===== src/hw/rtl/obbsat_pkg.sv =====
// Shared types, constants and small lookup functions for the box overlap tester.
`timescale 1ns / 1ps

package obbsat_pkg;

    localparam int FIELD_W       = 48;
    localparam int NUM_IN_FIELDS = 10;
    localparam int OUT_DATA_W    = 80;

    // Order of the packed input fields in the slave beat.
    localparam int F_A_CENTER = 0;
    localparam int F_A_HALF   = 1;
    localparam int F_A_AXIS   = 2;
    localparam int F_B_CENTER = 5;
    localparam int F_B_HALF   = 6;
    localparam int F_B_AXIS   = 7;

    localparam logic [3:0]  FACE_AXES = 4'd6;
    localparam logic [3:0]  LAST_AXIS = 4'd14;
    localparam logic [23:0] PEN_MAX   = 24'hFFFFFF;
    localparam logic [15:0] THR_RESET = 16'd1;
    localparam logic        REG_THRESHOLD = 1'b0;

    typedef enum logic [4:0] {
        ST_IDLE,
        ST_AXIS,
        ST_CROSS,
        ST_CROSS_WB,
        ST_SQ,
        ST_ROOT_GO,
        ST_ROOT_WAIT,
        ST_CHECK,
        ST_DIV_GO,
        ST_DIV_WAIT,
        ST_DOT,
        ST_DOT_WB,
        ST_PROJ,
        ST_PROJ_WB,
        ST_DIST,
        ST_EVAL,
        ST_NEXT,
        ST_OUT
    } state_t;

    typedef struct packed {
        logic en;
        logic first;
        logic neg;
    } mac_cmd_t;

    function automatic logic [1:0] rot1(input logic [1:0] k);
        case (k)
            2'd0:    return 2'd1;
            2'd1:    return 2'd2;
            default: return 2'd0;
        endcase
    endfunction

    function automatic logic [1:0] rot2(input logic [1:0] k);
        case (k)
            2'd0:    return 2'd2;
            2'd1:    return 2'd0;
            default: return 2'd1;
        endcase
    endfunction

    // Box A column of a cross-product axis.
    function automatic logic [1:0] cross_a(input logic [3:0] axis);
        case (axis) inside
            4'd6, 4'd7, 4'd8:    return 2'd0;
            4'd9, 4'd10, 4'd11:  return 2'd1;
            4'd12, 4'd13, 4'd14: return 2'd2;
            default:             return 2'd0;
        endcase
    endfunction

    // Box B column of a cross-product axis.
    function automatic logic [1:0] cross_b(input logic [3:0] axis);
        case (axis) inside
            4'd6, 4'd9, 4'd12:  return 2'd0;
            4'd7, 4'd10, 4'd13: return 2'd1;
            4'd8, 4'd11, 4'd14: return 2'd2;
            default:            return 2'd0;
        endcase
    endfunction

endpackage


===== src/hw/rtl/obbsat_mac.sv =====
// Shared signed multiply-accumulate unit.
`timescale 1ns / 1ps

module obbsat_mac import obbsat_pkg::*; #(
    parameter int MW = 19,
    parameter int AW = 40
) (
    input  logic                 aclk,
    input  mac_cmd_t             cmd,
    input  logic signed [MW-1:0] op_a,
    input  logic signed [MW-1:0] op_b,
    output logic signed [AW-1:0] acc
);

    logic signed [2*MW-1:0] prod;
    logic signed [AW-1:0]   term;
    logic signed [AW-1:0]   acc_reg;
    logic signed [AW-1:0]   acc_next;

    always_comb begin
        prod = op_a * op_b;
        term = AW'(prod);
        if (cmd.neg) begin
            term = -term;
        end
        acc_next = (cmd.first ? '0 : acc_reg) + term;
    end

    always_ff @(posedge aclk) begin
        if (cmd.en) begin
            acc_reg <= acc_next;
        end
    end

    assign acc = acc_reg;

endmodule


===== src/hw/rtl/obbsat_isqrt.sv =====
// Iterative integer square root, one result bit per cycle.
`timescale 1ns / 1ps

module obbsat_isqrt #(
    parameter int SW = 36
) (
    input  logic            aclk,
    input  logic            aresetn,
    input  logic            start,
    input  logic [SW-1:0]   radicand,
    output logic            busy,
    output logic [SW/2-1:0] root
);

    localparam int LW   = SW / 2;
    localparam int RW   = LW + 3;
    localparam int CNTW = $clog2(LW);
    localparam logic [CNTW-1:0] LAST = CNTW'(LW - 1);

    logic [SW-1:0]   rad_reg;
    logic [RW-1:0]   rem_reg;
    logic [RW-1:0]   rem_sh;
    logic [RW-1:0]   trial;
    logic [LW-1:0]   root_reg;
    logic [CNTW-1:0] cnt_reg;
    logic            busy_reg;

    always_comb begin
        rem_sh = {rem_reg[RW-3:0], rad_reg[SW-1:SW-2]};
        trial  = RW'({root_reg, 2'b01});
    end

    always_ff @(posedge aclk) begin
        if (!aresetn) begin
            busy_reg <= 1'b0;
            cnt_reg  <= '0;
        end else if (start) begin
            busy_reg <= 1'b1;
            cnt_reg  <= '0;
        end else if (busy_reg) begin
            cnt_reg <= cnt_reg + 1'b1;
            if (cnt_reg == LAST) begin
                busy_reg <= 1'b0;
            end
        end
    end

    always_ff @(posedge aclk) begin
        if (start) begin
            rad_reg  <= radicand;
            rem_reg  <= '0;
            root_reg <= '0;
        end else if (busy_reg) begin
            rad_reg <= rad_reg << 2;
            if (rem_sh >= trial) begin
                rem_reg  <= rem_sh - trial;
                root_reg <= {root_reg[LW-2:0], 1'b1};
            end else begin
                rem_reg  <= rem_sh;
                root_reg <= {root_reg[LW-2:0], 1'b0};
            end
        end
    end

    assign busy = busy_reg;
    assign root = root_reg;

endmodule


===== src/hw/rtl/obbsat_div.sv =====
// Iterative restoring divider, one quotient bit per cycle.
`timescale 1ns / 1ps

module obbsat_div #(
    parameter int NW = 33,
    parameter int DW = 18,
    parameter int QW = 16
) (
    input  logic          aclk,
    input  logic          aresetn,
    input  logic          start,
    input  logic [NW-1:0] numer,
    input  logic [DW-1:0] denom,
    output logic          busy,
    output logic [QW-1:0] quot
);

    localparam int RW   = DW + 1;
    localparam int CNTW = $clog2(QW);
    localparam logic [CNTW-1:0] LAST = CNTW'(QW - 1);

    logic [RW-1:0]   rem_reg;
    logic [RW-1:0]   rem_sh;
    logic [RW-1:0]   den_ext;
    logic [DW-1:0]   den_reg;
    logic [QW-1:0]   q_reg;
    logic [CNTW-1:0] cnt_reg;
    logic            busy_reg;

    always_comb begin
        rem_sh  = {rem_reg[RW-2:0], q_reg[QW-1]};
        den_ext = RW'(den_reg);
    end

    always_ff @(posedge aclk) begin
        if (!aresetn) begin
            busy_reg <= 1'b0;
            cnt_reg  <= '0;
        end else if (start) begin
            busy_reg <= 1'b1;
            cnt_reg  <= '0;
        end else if (busy_reg) begin
            cnt_reg <= cnt_reg + 1'b1;
            if (cnt_reg == LAST) begin
                busy_reg <= 1'b0;
            end
        end
    end

    // The upper numerator part is below the divisor, so QW steps suffice.
    always_ff @(posedge aclk) begin
        if (start) begin
            rem_reg <= RW'(numer[NW-1:QW]);
            q_reg   <= numer[QW-1:0];
            den_reg <= denom;
        end else if (busy_reg) begin
            if (rem_sh >= den_ext) begin
                rem_reg <= rem_sh - den_ext;
                q_reg   <= {q_reg[QW-2:0], 1'b1};
            end else begin
                rem_reg <= rem_sh;
                q_reg   <= {q_reg[QW-2:0], 1'b0};
            end
        end
    end

    assign busy = busy_reg;
    assign quot = q_reg;

endmodule


===== src/hw/rtl/obb_sat_collision_top.sv =====
// Top level of the oriented box overlap tester (separating axis test, 15 axes).
`timescale 1ns / 1ps

// Usage:
//  - Slave stream: one beat carries both boxes (center, half extents and three
//    rotation columns each). s_axis_tready is high only while the block is idle.
//  - Master stream: one beat per pair with hit, penetration and contact normal.
//    The result register holds the beat until m_axis_tready takes it; the
//    block accepts no new pair before that.
//  - APB port: register 0 (byte address 0) is the parallel threshold; write it
//    only while no pair is in flight. pready is tied high.
//  - Sequencing: each tested axis runs in turn on the shared multiply-accumulate
//    unit, root unit and divider, which the sequencer owns. The pair is taken in
//    the idle state and the result presented in the output state. A separating
//    axis ends the test early; a skipped axis stops after its length check. The
//    block works on one pair at a time.
//  - Reset (aresetn low, synchronous): sequencer returns to idle, the output
//    beat is dropped and the threshold goes back to 1.

module obb_sat_collision_top import obbsat_pkg::*; #(
    parameter int COMPONENT_WIDTH = 16
) (
    input  logic         aclk,
    input  logic         aresetn,
    // APB configuration
    input  logic         psel,
    input  logic         penable,
    input  logic         pwrite,
    input  logic [2:0]   paddr,
    input  logic [31:0]  pwdata,
    output logic [31:0]  prdata,
    output logic         pready,
    // Slave stream
    input  logic         s_axis_tvalid,
    output logic         s_axis_tready,
    // a_center, a_half_extents, a_axis_x, a_axis_y, a_axis_z, b_center,
    // b_half_extents, b_axis_x, b_axis_y, b_axis_z; 48 bits each, low to high
    input  logic [479:0] s_axis_tdata,
    // Master stream
    output logic         m_axis_tvalid,
    input  logic         m_axis_tready,
    // hit [0], penetration [24:1], contact_normal [72:25], zeros [79:73]
    output logic [79:0]  m_axis_tdata
);

    localparam int CW   = COMPONENT_WIDTH;
    localparam int CW1  = CW + 1;
    localparam int AF   = CW - 2;
    localparam int MW   = CW + 3;
    localparam int VW   = MW;
    localparam int AW   = 2 * MW + 2;
    localparam int SW   = 2 * CW + 4;
    localparam int LW   = CW + 2;
    localparam int DW   = CW + 2;
    localparam int NW   = 2 * CW + 1;
    localparam int FW   = (3 * CW > FIELD_W) ? 3 * CW : FIELD_W;
    localparam int PXW  = AW - AF + 24;
    localparam int CMPW = (LW > 16) ? LW : 16;

    localparam logic signed [AW-1:0] HALF = AW'(1) <<< (AF - 1);
    localparam logic [CW-1:0] CMAX = {1'b0, {(CW - 1){1'b1}}};
    localparam logic [CW-1:0] CMIN = {1'b1, {(CW - 1){1'b0}}};

    state_t state_reg, state_next;

    logic [2:0]  cnt_reg;
    logic [2:0]  sub_reg;
    logic [3:0]  axis_reg;
    logic        found_reg;
    logic [15:0] thr_reg;

    logic signed [CW-1:0]  axa_reg [3][3];
    logic signed [CW-1:0]  axb_reg [3][3];
    logic        [CW-1:0]  h_reg [6];
    logic signed [CW1-1:0] dc_reg [3];
    logic signed [VW-1:0]  v_reg [3];
    logic        [LW-1:0]  len_reg;
    logic signed [CW-1:0]  n_reg [3];
    logic        [DW-1:0]  d_reg [6];
    logic signed [AW-1:0]  proj_reg;
    logic signed [AW-1:0]  best_reg;
    logic signed [CW-1:0]  best_n_reg [3];
    logic                  hit_reg;
    logic [23:0]           pen_reg;
    logic [FIELD_W-1:0]    nrm_reg;

    logic [FW-1:0]         fld_ext [NUM_IN_FIELDS];
    logic signed [CW-1:0]  ca_w [3];
    logic signed [CW-1:0]  cb_w [3];
    logic signed [CW1-1:0] dc_w [3];

    mac_cmd_t              mac_cmd;
    logic signed [MW-1:0]  op_a, op_b;
    logic signed [AW-1:0]  acc;
    logic signed [AW-1:0]  rnd_w;
    logic signed [AW-1:0]  rnd_abs;
    logic signed [AW-1:0]  dist_abs;
    logic signed [AW-1:0]  ov_w;
    logic                  ov_fail;
    logic                  root_start, root_busy;
    logic [LW-1:0]         root_w;
    logic                  div_start, div_busy;
    logic [CW-1:0]         quot_w;
    logic [VW-1:0]         abs_v;
    logic [NW-1:0]         div_num;
    logic                  v_neg;
    logic [CW-1:0]         n_clamp;
    logic                  skip_w;
    logic [1:0]            pair_a, pair_b;
    logic [2:0]            sub_b;
    logic [PXW-1:0]        pen_ext;
    logic [23:0]           pen_sat;
    logic [FW-1:0]         nrm_pack;
    logic                  in_beat, cfg_wr;

    // Box B face axes 3..5 map to B columns 0..2.
    function automatic logic [1:0] pair_face(input logic [3:0] axis);
        logic [3:0] t;
        t = axis - 4'd3;
        return t[1:0];
    endfunction

    assign in_beat = s_axis_tvalid && s_axis_tready;
    assign cfg_wr  = psel && penable && pwrite && pready;

    // ---------------- configuration port ----------------
    assign pready = 1'b1;
    assign prdata = (paddr[2] == REG_THRESHOLD) ? {16'd0, thr_reg} : 32'd0;

    always_ff @(posedge aclk) begin
        if (!aresetn) begin
            thr_reg <= THR_RESET;
        end else if (cfg_wr && paddr[2] == REG_THRESHOLD) begin
            thr_reg <= pwdata[15:0];
        end
    end

    // ---------------- input unpacking ----------------
    // Fields narrower than three components are zero-extended before slicing.
    always_comb begin
        for (int f = 0; f < NUM_IN_FIELDS; f++) begin
            fld_ext[f] = FW'(s_axis_tdata[f*FIELD_W +: FIELD_W]);
        end
        for (int k = 0; k < 3; k++) begin
            ca_w[k] = fld_ext[F_A_CENTER][k*CW +: CW];
            cb_w[k] = fld_ext[F_B_CENTER][k*CW +: CW];
            dc_w[k] = CW1'(cb_w[k]) - CW1'(ca_w[k]);
        end
    end

    // ---------------- shared units ----------------
    obbsat_mac #(.MW(MW), .AW(AW)) u_mac (
        .aclk (aclk),
        .cmd  (mac_cmd),
        .op_a (op_a),
        .op_b (op_b),
        .acc  (acc)
    );

    obbsat_isqrt #(.SW(SW)) u_isqrt (
        .aclk     (aclk),
        .aresetn  (aresetn),
        .start    (root_start),
        .radicand (acc[SW-1:0]),
        .busy     (root_busy),
        .root     (root_w)
    );

    obbsat_div #(.NW(NW), .DW(LW), .QW(CW)) u_div (
        .aclk    (aclk),
        .aresetn (aresetn),
        .start   (div_start),
        .numer   (div_num),
        .denom   (len_reg),
        .busy    (div_busy),
        .quot    (quot_w)
    );

    // ---------------- datapath glue ----------------
    always_comb begin
        pair_a = cross_a(axis_reg);
        pair_b = cross_b(axis_reg);
        sub_b  = sub_reg - 3'd3;

        // Round half up, then magnitude.
        rnd_w   = (acc + HALF) >>> AF;
        rnd_abs = rnd_w[AW-1] ? -rnd_w : rnd_w;

        dist_abs = acc[AW-1] ? -acc : acc;
        ov_w     = proj_reg - dist_abs;
        ov_fail  = ov_w[AW-1] || (ov_w == '0);

        // Normalize: (|v| * 2^AF + len/2) / len, sign restored, clamped.
        v_neg   = v_reg[sub_reg[1:0]][VW-1];
        abs_v   = v_neg ? VW'(-v_reg[sub_reg[1:0]]) : VW'(v_reg[sub_reg[1:0]]);
        div_num = (NW'(abs_v) << AF) + NW'(len_reg >> 1);
        if (!v_neg) begin
            n_clamp = quot_w[CW-1] ? CMAX : quot_w;
        end else begin
            n_clamp = (quot_w > CMIN) ? CMIN : (~quot_w + 1'b1);
        end

        skip_w = (len_reg == '0) ||
                 ((axis_reg >= FACE_AXES) && (CMPW'(len_reg) < CMPW'(thr_reg)));

        pen_ext = PXW'(best_reg[AW-1:AF]);
        pen_sat = (pen_ext > PXW'(PEN_MAX)) ? PEN_MAX : pen_ext[23:0];

        nrm_pack = '0;
        for (int k = 0; k < 3; k++) begin
            nrm_pack[k*CW +: CW] = best_n_reg[k];
        end
    end

    // ---------------- sequencer: next state ----------------
    always_comb begin
        state_next = state_reg;
        unique case (state_reg)
            ST_IDLE:      if (s_axis_tvalid) state_next = ST_AXIS;
            ST_AXIS:      state_next = (axis_reg < FACE_AXES) ? ST_SQ : ST_CROSS;
            ST_CROSS:     if (cnt_reg == 3'd1) state_next = ST_CROSS_WB;
            ST_CROSS_WB:  state_next = (sub_reg == 3'd2) ? ST_SQ : ST_CROSS;
            ST_SQ:        if (cnt_reg == 3'd2) state_next = ST_ROOT_GO;
            ST_ROOT_GO:   state_next = ST_ROOT_WAIT;
            ST_ROOT_WAIT: if (!root_busy) state_next = ST_CHECK;
            ST_CHECK:     state_next = skip_w ? ST_NEXT : ST_DIV_GO;
            ST_DIV_GO:    state_next = ST_DIV_WAIT;
            ST_DIV_WAIT: begin
                if (!div_busy) begin
                    state_next = (sub_reg == 3'd2) ? ST_DOT : ST_DIV_GO;
                end
            end
            ST_DOT:       if (cnt_reg == 3'd2) state_next = ST_DOT_WB;
            ST_DOT_WB:    state_next = (sub_reg == 3'd5) ? ST_PROJ : ST_DOT;
            ST_PROJ:      if (cnt_reg == 3'd5) state_next = ST_PROJ_WB;
            ST_PROJ_WB:   state_next = ST_DIST;
            ST_DIST:      if (cnt_reg == 3'd2) state_next = ST_EVAL;
            ST_EVAL:      state_next = ov_fail ? ST_OUT : ST_NEXT;
            ST_NEXT:      state_next = (axis_reg == LAST_AXIS) ? ST_OUT : ST_AXIS;
            ST_OUT:       if (m_axis_tready) state_next = ST_IDLE;
            default:      state_next = ST_IDLE;
        endcase
    end

    // ---------------- sequencer: outputs to shared units ----------------
    always_comb begin
        mac_cmd       = '0;
        op_a          = '0;
        op_b          = '0;
        root_start    = 1'b0;
        div_start     = 1'b0;
        s_axis_tready = 1'b0;
        m_axis_tvalid = 1'b0;
        unique case (state_reg)
            ST_IDLE: s_axis_tready = 1'b1;
            ST_CROSS: begin
                // Component k: p[k+1]*q[k+2] then minus p[k+2]*q[k+1].
                mac_cmd.en    = 1'b1;
                mac_cmd.first = !cnt_reg[0];
                mac_cmd.neg   = cnt_reg[0];
                op_a = MW'(axa_reg[pair_a][cnt_reg[0] ? rot2(sub_reg[1:0])
                                                      : rot1(sub_reg[1:0])]);
                op_b = MW'(axb_reg[pair_b][cnt_reg[0] ? rot1(sub_reg[1:0])
                                                      : rot2(sub_reg[1:0])]);
            end
            ST_SQ: begin
                mac_cmd.en    = 1'b1;
                mac_cmd.first = (cnt_reg == 3'd0);
                op_a = v_reg[cnt_reg[1:0]];
                op_b = v_reg[cnt_reg[1:0]];
            end
            ST_ROOT_GO: root_start = 1'b1;
            ST_DIV_GO:  div_start  = 1'b1;
            ST_DOT: begin
                mac_cmd.en    = 1'b1;
                mac_cmd.first = (cnt_reg == 3'd0);
                op_a = MW'(n_reg[cnt_reg[1:0]]);
                op_b = (sub_reg < 3'd3) ? MW'(axa_reg[sub_reg[1:0]][cnt_reg[1:0]])
                                        : MW'(axb_reg[sub_b[1:0]][cnt_reg[1:0]]);
            end
            ST_PROJ: begin
                mac_cmd.en    = 1'b1;
                mac_cmd.first = (cnt_reg == 3'd0);
                op_a = MW'(h_reg[cnt_reg]);
                op_b = MW'(d_reg[cnt_reg]);
            end
            ST_DIST: begin
                mac_cmd.en    = 1'b1;
                mac_cmd.first = (cnt_reg == 3'd0);
                op_a = MW'(dc_reg[cnt_reg[1:0]]);
                op_b = MW'(n_reg[cnt_reg[1:0]]);
            end
            ST_OUT: m_axis_tvalid = 1'b1;
            default: ;
        endcase
    end

    // ---------------- control registers ----------------
    always_ff @(posedge aclk) begin
        if (!aresetn) begin
            state_reg <= ST_IDLE;
            cnt_reg   <= '0;
            sub_reg   <= '0;
            axis_reg  <= '0;
            found_reg <= 1'b0;
        end else begin
            state_reg <= state_next;
            case (state_reg)
                ST_IDLE: begin
                    if (in_beat) begin
                        axis_reg  <= '0;
                        found_reg <= 1'b0;
                    end
                end
                ST_CROSS: cnt_reg <= (cnt_reg == 3'd1) ? 3'd0 : cnt_reg + 3'd1;
                ST_SQ, ST_DOT, ST_DIST: begin
                    cnt_reg <= (cnt_reg == 3'd2) ? 3'd0 : cnt_reg + 3'd1;
                end
                ST_PROJ: cnt_reg <= (cnt_reg == 3'd5) ? 3'd0 : cnt_reg + 3'd1;
                ST_CROSS_WB: sub_reg <= (sub_reg == 3'd2) ? 3'd0 : sub_reg + 3'd1;
                ST_DIV_WAIT: begin
                    if (!div_busy) begin
                        sub_reg <= (sub_reg == 3'd2) ? 3'd0 : sub_reg + 3'd1;
                    end
                end
                ST_DOT_WB: sub_reg <= (sub_reg == 3'd5) ? 3'd0 : sub_reg + 3'd1;
                ST_EVAL: begin
                    if (!ov_fail && (!found_reg || ov_w < best_reg)) begin
                        found_reg <= 1'b1;
                    end
                end
                ST_NEXT: begin
                    if (axis_reg != LAST_AXIS) begin
                        axis_reg <= axis_reg + 4'd1;
                    end
                end
                default: ;
            endcase
        end
    end

    // ---------------- payload registers ----------------
    always_ff @(posedge aclk) begin
        case (state_reg)
            ST_IDLE: begin
                if (in_beat) begin
                    for (int i = 0; i < 3; i++) begin
                        for (int k = 0; k < 3; k++) begin
                            axa_reg[i][k] <= fld_ext[F_A_AXIS + i][k*CW +: CW];
                            axb_reg[i][k] <= fld_ext[F_B_AXIS + i][k*CW +: CW];
                        end
                        h_reg[i]     <= fld_ext[F_A_HALF][i*CW +: CW];
                        h_reg[3 + i] <= fld_ext[F_B_HALF][i*CW +: CW];
                        dc_reg[i]    <= dc_w[i];
                    end
                end
            end
            ST_AXIS: begin
                if (axis_reg < FACE_AXES) begin
                    for (int k = 0; k < 3; k++) begin
                        v_reg[k] <= (axis_reg < 4'd3) ? VW'(axa_reg[axis_reg[1:0]][k])
                                                     : VW'(axb_reg[pair_face(axis_reg)][k]);
                    end
                end
            end
            ST_CROSS_WB:  v_reg[sub_reg[1:0]] <= VW'(rnd_w);
            ST_ROOT_WAIT: if (!root_busy) len_reg <= root_w;
            ST_DIV_WAIT:  if (!div_busy) n_reg[sub_reg[1:0]] <= n_clamp;
            ST_DOT_WB:    d_reg[sub_reg] <= DW'(rnd_abs);
            ST_PROJ_WB:   proj_reg <= acc;
            ST_EVAL: begin
                if (ov_fail) begin
                    hit_reg <= 1'b0;
                    pen_reg <= '0;
                    nrm_reg <= '0;
                end else if (!found_reg || ov_w < best_reg) begin
                    best_reg <= ov_w;
                    for (int k = 0; k < 3; k++) begin
                        best_n_reg[k] <= n_reg[k];
                    end
                end
            end
            ST_NEXT: begin
                if (axis_reg == LAST_AXIS) begin
                    hit_reg <= 1'b1;
                    pen_reg <= found_reg ? pen_sat : PEN_MAX;
                    nrm_reg <= found_reg ? nrm_pack[FIELD_W-1:0] : '0;
                end
            end
            default: ;
        endcase
    end

    assign m_axis_tdata = {7'd0, nrm_reg, pen_reg, hit_reg};

endmodule


===== config.mk =====
export PLATFORM = sky130hd
export DESIGN_NAME = obb_sat_collision_top
export DESIGN_NICKNAME = d
export VERILOG_FILES = /design/src/hw/rtl/obbsat_pkg.sv /design/src/hw/rtl/obbsat_mac.sv /design/src/hw/rtl/obbsat_isqrt.sv /design/src/hw/rtl/obbsat_div.sv /design/src/hw/rtl/obb_sat_collision_top.sv
export SDC_FILE = /design/constraint.sdc
export NUM_CORES = 2
export LEC_CHECK = 0
export BUFFER_PORTS_ARGS = -buffer_cell sky130_fd_sc_hd__buf_2
export CAP_MARGIN = 20
export CORE_MARGIN = 2
export CORE_UTILIZATION = 45
export DETAILED_ROUTE_END_ITERATION = 16
export PLACE_DENSITY = 0.73
export SLEW_MARGIN = 20
export SYNTH_ARGS = -nofsm -noshare
export SYNTH_HDL_FRONTEND = slang
export SYNTH_SLANG_ARGS = --single-unit

===== constraint.sdc =====
create_clock -name aclk -period 15.75 [get_ports aclk]
set_input_delay 3.15 -clock aclk [delete_from_list [all_inputs] [get_ports aclk]]
set_output_delay 3.15 -clock aclk [all_outputs]
set_load 0.01 [all_outputs]

* After elaboration in Yosys (flattened, before gate mapping)
Memories as Yosys holds them, arrays and structs flattened. A register that Yosys moved wholly into a read port is not among the register bits.
Cells that the tools add are included.
** Storage, ports and cells
- Bits in registers :: 379
- Bits in latches :: 0
- Memory bits (writable) :: 696
- ROM bits :: 0
- Logic and storage cells :: 306
- Memories kept :: 8
** Operators by class
- Add/subtract/negate cells :: 21
- $mul :: 1
- Divide/modulo/power cells :: 0
- $lt $le $gt $ge :: 13
- Equal/unequal tests :: 49
- Shift-type cells :: 0
- Mux-type cells :: 140
- Bitwise logic cells :: 8
- Reductions and logical operators :: 42
** Memories
- axa_reg :: words 3, bits a word 48, read ports 3, clocked after memory_dff 2, wr ports 3, line obb_sat_collision_top.sv:72 : logic signed [CW-1:0] axa_reg [3][3];
- axb_reg :: words 3, bits a word 48, read ports 3, clocked after memory_dff 0, wr ports 3, line obb_sat_collision_top.sv:73 : logic signed [CW-1:0] axb_reg [3][3];
- d_reg :: words 6, bits a word 18, read ports 1, clocked after memory_dff 1, wr ports 1, line obb_sat_collision_top.sv:79 : logic [DW-1:0] d_reg [6];
- h_reg :: words 6, bits a word 16, read ports 1, clocked after memory_dff 1, wr ports 6, line obb_sat_collision_top.sv:74 : logic [CW-1:0] h_reg [6];
- v_reg :: words 3, bits a word 19, read ports 2, clocked after memory_dff 2, wr ports 3, line obb_sat_collision_top.sv:76 : logic signed [VW-1:0] v_reg [3];
- dc_reg :: words 3, bits a word 17, read ports 1, clocked after memory_dff 1, wr ports 3, line obb_sat_collision_top.sv:75 : logic signed [CW1-1:0] dc_reg [3];
- 2 more memories
** Operators with widths (number)
- 16-bit two-way mux :: 13
- 19-bit one-hot mux with 5 select lines :: 2
- 48-bit two-way mux :: 3
- 19-bit two-way mux :: 7
- 16-bit binary-select mux with 2-bit select :: 4
- 40-bit two-way mux :: 3
- 24-bit two-way mux :: 4
- 48-bit one-hot mux with 2 select lines :: 1
- 5-bit one-hot mux with 18 select lines :: 1
- 36-bit two-way mux :: 2
- 5-bit two-way mux :: 11
- 16-bit by 16-bit subtractor with 17-bit output :: 3
- 2-bit two-way mux :: 24
- 24-bit one-hot mux with 2 select lines :: 1
- 40-bit by 15-bit adder with 40-bit output (second input constant) :: 1
- 40-bit adder :: 1
- 5-bit by 4-bit == test with 1-bit output (second input constant) :: 8
- 40-bit logical NOT :: 1
- 40-bit less-than comparator :: 1
- 38-bit negator with 40-bit output :: 1
- 40-bit negator :: 1
- 40-bit subtractor :: 1
- 3-bit two-way mux :: 13
- 19-bit by 19-bit multiplier with 38-bit output :: 1
- 60 further kinds :: 166

* Logic depth before layout (Yosys ltp)
An unclocked memory read counts as a cell.
- Word-level depth :: 14
- Gate-level depth with buffers :: 54
- Mapped depth without buffers :: 48

* Hierarchy
A second synthesis with hierarchy kept.
** Second synthesis, totals
- Cells, all modules :: 7094
- Area total of the unflattened synthesis :: 76925.0 sq um
** By module, submodules not included
- obb_sat_collision_top :: times used 1, cells each 4362, area each 50976.4 sq um, sequential area each 27866.7 sq um
- obbsat_mac :: times used 1, cells each 2023, area each 18251.3 sq um, sequential area each 1201.2 sq um
- obbsat_isqrt :: times used 1, cells each 416, area each 4362.9 sq um, sequential area each 1941.9 sq um
- obbsat_div :: times used 1, cells each 293, area each 3334.4 sq um, sequential area each 1651.6 sq um

* Least setup slack after synthesis
Ideal clock, no wire load.
- Kind :: register to register
- Start point :: register sub_reg[0]
- End point :: register u_mac.acc_reg[38] (netlist: u_mac.acc[38]), data pin
- Library setup time :: 0.265 ns
- Arrival :: 13.551 ns
- Data required time :: 15.485 ns
- Setup slack :: 1.934 ns
- Stages on the path, launching flop included :: 49
- Clock period less this slack :: 13.816 ns
- Path through :: dfxtp_1 > buf_1 > buf_2 > buf_2 > buf_1 > inv_1 > ha_1 > and2_1 > nor2_1 > clkbuf_1 > clkbuf_1 > buf_1 > mux4_2 > nand2_1 > o21ai_0 > a22oi_1 > o21ai_1 > clkbuf_1 > [13 not listed] > a31o_2 > a31o_2 > a21oi_1 > a31oi_1 > or3_1 > a2111o_1 > nor2_1 > a21oi_1 > xor2_1 > ha_1 > a21o_1 > or3_1 > o211ai_1 > o22ai_1 > or4_1 > a31oi_1 > o21ai_0 > xor2_1
** Between the ends
- Cells in the longest elaborated chain, start to end :: 13
- Elaborated cells on any way between the ends :: 29
- Classes of those cells :: add/sub (3); mul (1); order compare (1); eq/ne (1); mux (19); bitwise (2); reduce/logical (1); memory (1)
** Ends and longest elaborated chain
- from (decl) :: line obb_sat_collision_top.sv:67 : logic [2:0] sub_reg;
- from (signal assigned) :: line obb_sat_collision_top.sv:320 : ST_CROSS_WB: sub_reg <= (sub_reg == 3'd2) ? 3'd0 : sub_reg + 3'd1;
- from (signal assigned) :: line obb_sat_collision_top.sv:323 : sub_reg <= (sub_reg == 3'd2) ? 3'd0 : sub_reg + 3'd1;
- from (signal assigned) :: line obb_sat_collision_top.sv:326 : ST_DOT_WB: sub_reg <= (sub_reg == 3'd5) ? 3'd0 : sub_reg + 3'd1;
- parallel branches: the longest is 9 deep, another holds memory read 3 x 48 bit
- 19-bit by 19-bit multiplier with 38-bit output * :: line obbsat_mac.sv:21 : prod = op_a * op_b;
- 38-bit negator with 40-bit output :: line obbsat_mac.sv:24 : term = -term;
- 40-bit two-way mux * :: line obbsat_mac.sv:23 : if (cmd.neg) begin
- 40-bit adder * :: line obbsat_mac.sv:26 : acc_next = (cmd.first ? '0 : acc_reg) + term;
- via u_mac.acc_next[38] :: line obbsat_mac.sv:18 : logic signed [AW-1:0] acc_next;
- to (signal assigned) :: line obbsat_mac.sv:31 : acc_reg <= acc_next;
- to (decl) :: line obbsat_mac.sv:17 : logic signed [AW-1:0] acc_reg;
Mark *: on every way through the listed nets, which the timed path passes. The select of a mux whose other input is x is not followed.
A chain may end at the register's enable or synchronous reset.

* Final worst setup path
- Start point :: register sub_reg[1]
- End point :: register u_mac.acc_reg[38] (netlist: u_mac.acc[38]), data pin
The elaborated chain is that of the path after synthesis.

==> flow_summary.yaml <==
yosys:
  synth_area_leaders: "edfxtp_1 (41%), fa_1 (10%), ha_1 (5.9%), mux4_2 (4.5%), nand2_1 (4.1%)"
  synth_compound_area_share_pct: 11.1
  synth_top_area_share_pct: 40.9
  syn_avg_cell_area_sq_um: 10.7
  synth_fa_ha_area_share_pct: 15.8
  yosysSeqAreaShare_pct: 43.2
  synthArstFlopShare_pct: 0
  synth_edf_count: 1029
  yosysTopAreaCell: "edfxtp_1"
  yosysWarnings: 0
  synthSimpleGateAreaFrac_pct: 12.4
  synthDistinctLibCells: 98
  synthFlopType: "edfxtp_1"
  synthMuxAreaShare_pct: 8.60
  syn_inst: 7087
  synth_area_sq_um: 75600
  synth_top_family_by_area: "adder cells"
  ys_ff_latch: 1117
  synth_xor_area_share_pct: 3.30
timing:
  layout_min_cycle_time_ns: 13.83
  maxSlewViolCount: 0
  skew_ns: 0.113
  maxSlewHeadroom_pct: 17.1
  setup_viol: 0
  worst_pin_slew_ns: 1.24
  max_freq_mhz: 72.3
  tns_ns: 0
  rsz0062_at_grt: "no"
  fin_crit_sh_pct: 87.8
  hold_viol: 0
setup_path:
  slowest_delay_ns: 0.76
  worstSetupPathType: "flop to flop"
  cp-start-kind: "flop"
  cpMaxStageDelayCell: "o311ai_0"
  r2r_cells: 44
  crit_path_end_kind: "flop"
  required_ns: 16.28
  cp.arrival_ns: 14.36
  critPathMostFrequentCell: "fa_1"
  worst-path-max-fanout: 30
drt:
  wl_mm: 233
  drtAntennaViolNets: 0
  via_per_inst: 5.84
  wl_per_cell_um: 23.6
  drcViolationCount: 0
  num_vias: 57700
  first_pass_iters: 6
  drt_iter0_drc: 6567
finish:
  fin_nets: 8827
  fin_area_sq_um: 85000
  synthToLayoutAreaGrowth_pct: 12.5
  layout-drive-gt1-share_pct: 15.6
cts:
  cts-root-buf: "clkbuf_16"
  htreeDepth: 3
  clockBufferDepth: 3
  postCtsSetupRepairBufs: 0
  cts_tree: "built"
  cts_resized: 0
  cts_buffers: 115
  cts_hold_buffers: 0
  worstSkewPairLatency_ns: 0.81
  path_clk_slew_ns: 0.06
  clock_sinks: 1117
floorplanning:
  die_area_sq_um: 171000
  chipWidth_um: 414
  start_util_pct: 45.2
  die_h_um: 414
  coreArea_sq_um: 167000
  rows: 150
  num_io_pins: 637
status:
  run_status: "complete, no violations"
power:
  leakagePower_nw: 34.2
  irDropWorstVdd_uv: 156
  powerDensity_nw_per_um2: 200
place:
  placed_area_sq_um: 81000
  globalplace.congestion: 0.965
  io_buffers: 594
  dp_hpwl_mm: 178
grt:
  grt_pass1_wl_mm: 344
  grt_pass1_vias: 55800
  grt_max_degree: 97
  grt_antenna_before_repair: 17
  overflow: 0
  grt_usage_pct: 26.8
min_path:
  hold_path_class: "flop to flop"
  holdPathStages: 0
job:
  maxCapViolCount: 0
through the flow:
| step | instances | utilization (%) | power, mW | hold WS (ns) | setup WS (ns) |
|---|---|---|---|---|---|
| 6_report | 9888 | 50.9 | 17.0 | 0.447 | 1.92 |
| 5_1_grt | 9882 | 50.9 | 18.1 | 0.452 | 1.42 |
| 4_1_cts | 9876 | 50.9 | 16.9 | 0.445 | 2.18 |
| 3_5_place_dp | 9658 | 48.5 | 14.0 | 0.430 | 2.21 |
| 3_3_place_gp | 9658 | 48.5 | 13.7 | 0.425 | 2.42 |
| 2_1_floorplan | 7109 | - | 11.3 | 0.421 | 1.93 |
cell usage after synthesis, drive strengths merged, types with 10 or more instances:
cell and count:
edfxtp 1029, nand2 822, inv 696, nor2 547, o21ai 468, a21oi 404, fa 377, ha 354
mux2i 290, clkbuf 271, xnor2 163, mux4 150, nor2b 122, xor2 121, buf 89, dfxtp 88
nand3 87, a21o 81, and3 77, nor3 72, and2 61, nand2b 61, a31oi 56, a211oi 44
or3 44, o211ai 41, or2 35, a21boi 34, o31ai 34, nand4 33, a22oi 29, o21a 26
nor4 25, a221oi 22, mux2 19, o22ai 19, o21bai 17, or4 15, o2111ai 12, a211o 11
o311ai 11, nor3b 10
worst paths after layout:
path                       end  slack, ns        start
max              u_mac.acc[38]       1.92   sub_reg[1]
min          best_n_reg[0][33]       0.45  n_reg[2][1]
max reg2reg      u_mac.acc[38]       1.92   sub_reg[1]
min reg2reg  best_n_reg[0][33]       0.45  n_reg[2][1]
metal layers:
| layer | global-route usage, % | vias up | share of wire [%] | wire length, um |
|---|---|---|---|---|
| li1 | - | 25900 | - | - |
| met1 | 34.4 | 28100 | 38 | 89000 |
| met2 | 41.5 | 3068 | 45 | 106000 |
| met3 | 5.97 | 608 | 9.9 | 23100 |
| met4 | 16.1 | 10 | 6.7 | 15600 |
| met5 | 0 | - | 0.025 | 59 |
power breakdown:
group	internal (mW)	leakage, nW	switching [mW]	total, mW
clock network	1.60	1.91	1.25	2.85
logic	3.54	22.3	5.89	9.43
registers	4.22	10.0	0.512	4.73
cells in the final DEF (no fill, tap or decap), drive strengths merged, types with 15 or more instances in the layout:
cell type and count:
xnor2 163, o21ai 468, nor4 25, a31oi 56
fa 377, edfxtp 1029, o21bai 17, o31ai 34
a21o 81, mux2i 290, nand2b 61, inv 710
or3 44, o22ai 19, dfxtp 88, nor2b 122
conb 24, clkinv 45, and3 77, nand4 33
a221oi 22, mux4 150, ha 354, nand2 822
a21boi 34, or2 35, a21oi 404, a211oi 44
buf 713, nor2 547, a22oi 29, mux2 19
xor2 121, and2 61, nor3 72, nand3 87
o21a 26, o211ai 41, clkbuf 136, or4 15
critical path, delay by kind of cell (launching register included):
family | cells | cell delay, ns
AO/OA/AOI/OAI | 14 | 4.68
XOR/XNOR | 2 | 0.22
adder cells (fa/ha/maj) | 10 | 4.74
buffers and inverters | 6 | 0.78
flip-flops | 1 | 0.52
multiplexers | 1 | 0.34
AND/OR/NAND/NOR | 11 | 2.23
area by class of cell:
| type | count | area (sq um) |
|---|---|---|
| sequential | 1117 | 32700 |
| tap | 2204 | 2760 |
| multi-input combinational | 4931 | 39100 |
| fill | 14700 | 82000 |
| antenna | 9 | 22.5 |
| clock inverter | 82 | 902 |
| timing repair buffer | 713 | 3940 |
| clock buffer | 136 | 3050 |
| inverter | 696 | 2620 |
logic make-up (layout without fill, tap and decap cells):
| group | count (synthesis) | count (layout) |
|---|---|---|
| other cells | 2 | 33 |
| simple gates | 2044 | 2044 |
| xor+xnor | 284 | 284 |
| flops | 1117 | 1117 |
| buf+inv | 1061 | 1627 |
| mux | 459 | 459 |
| compound gates | 1389 | 1389 |
| fa+ha+maj | 731 | 731 |
(Power assumes the default switching activity.)
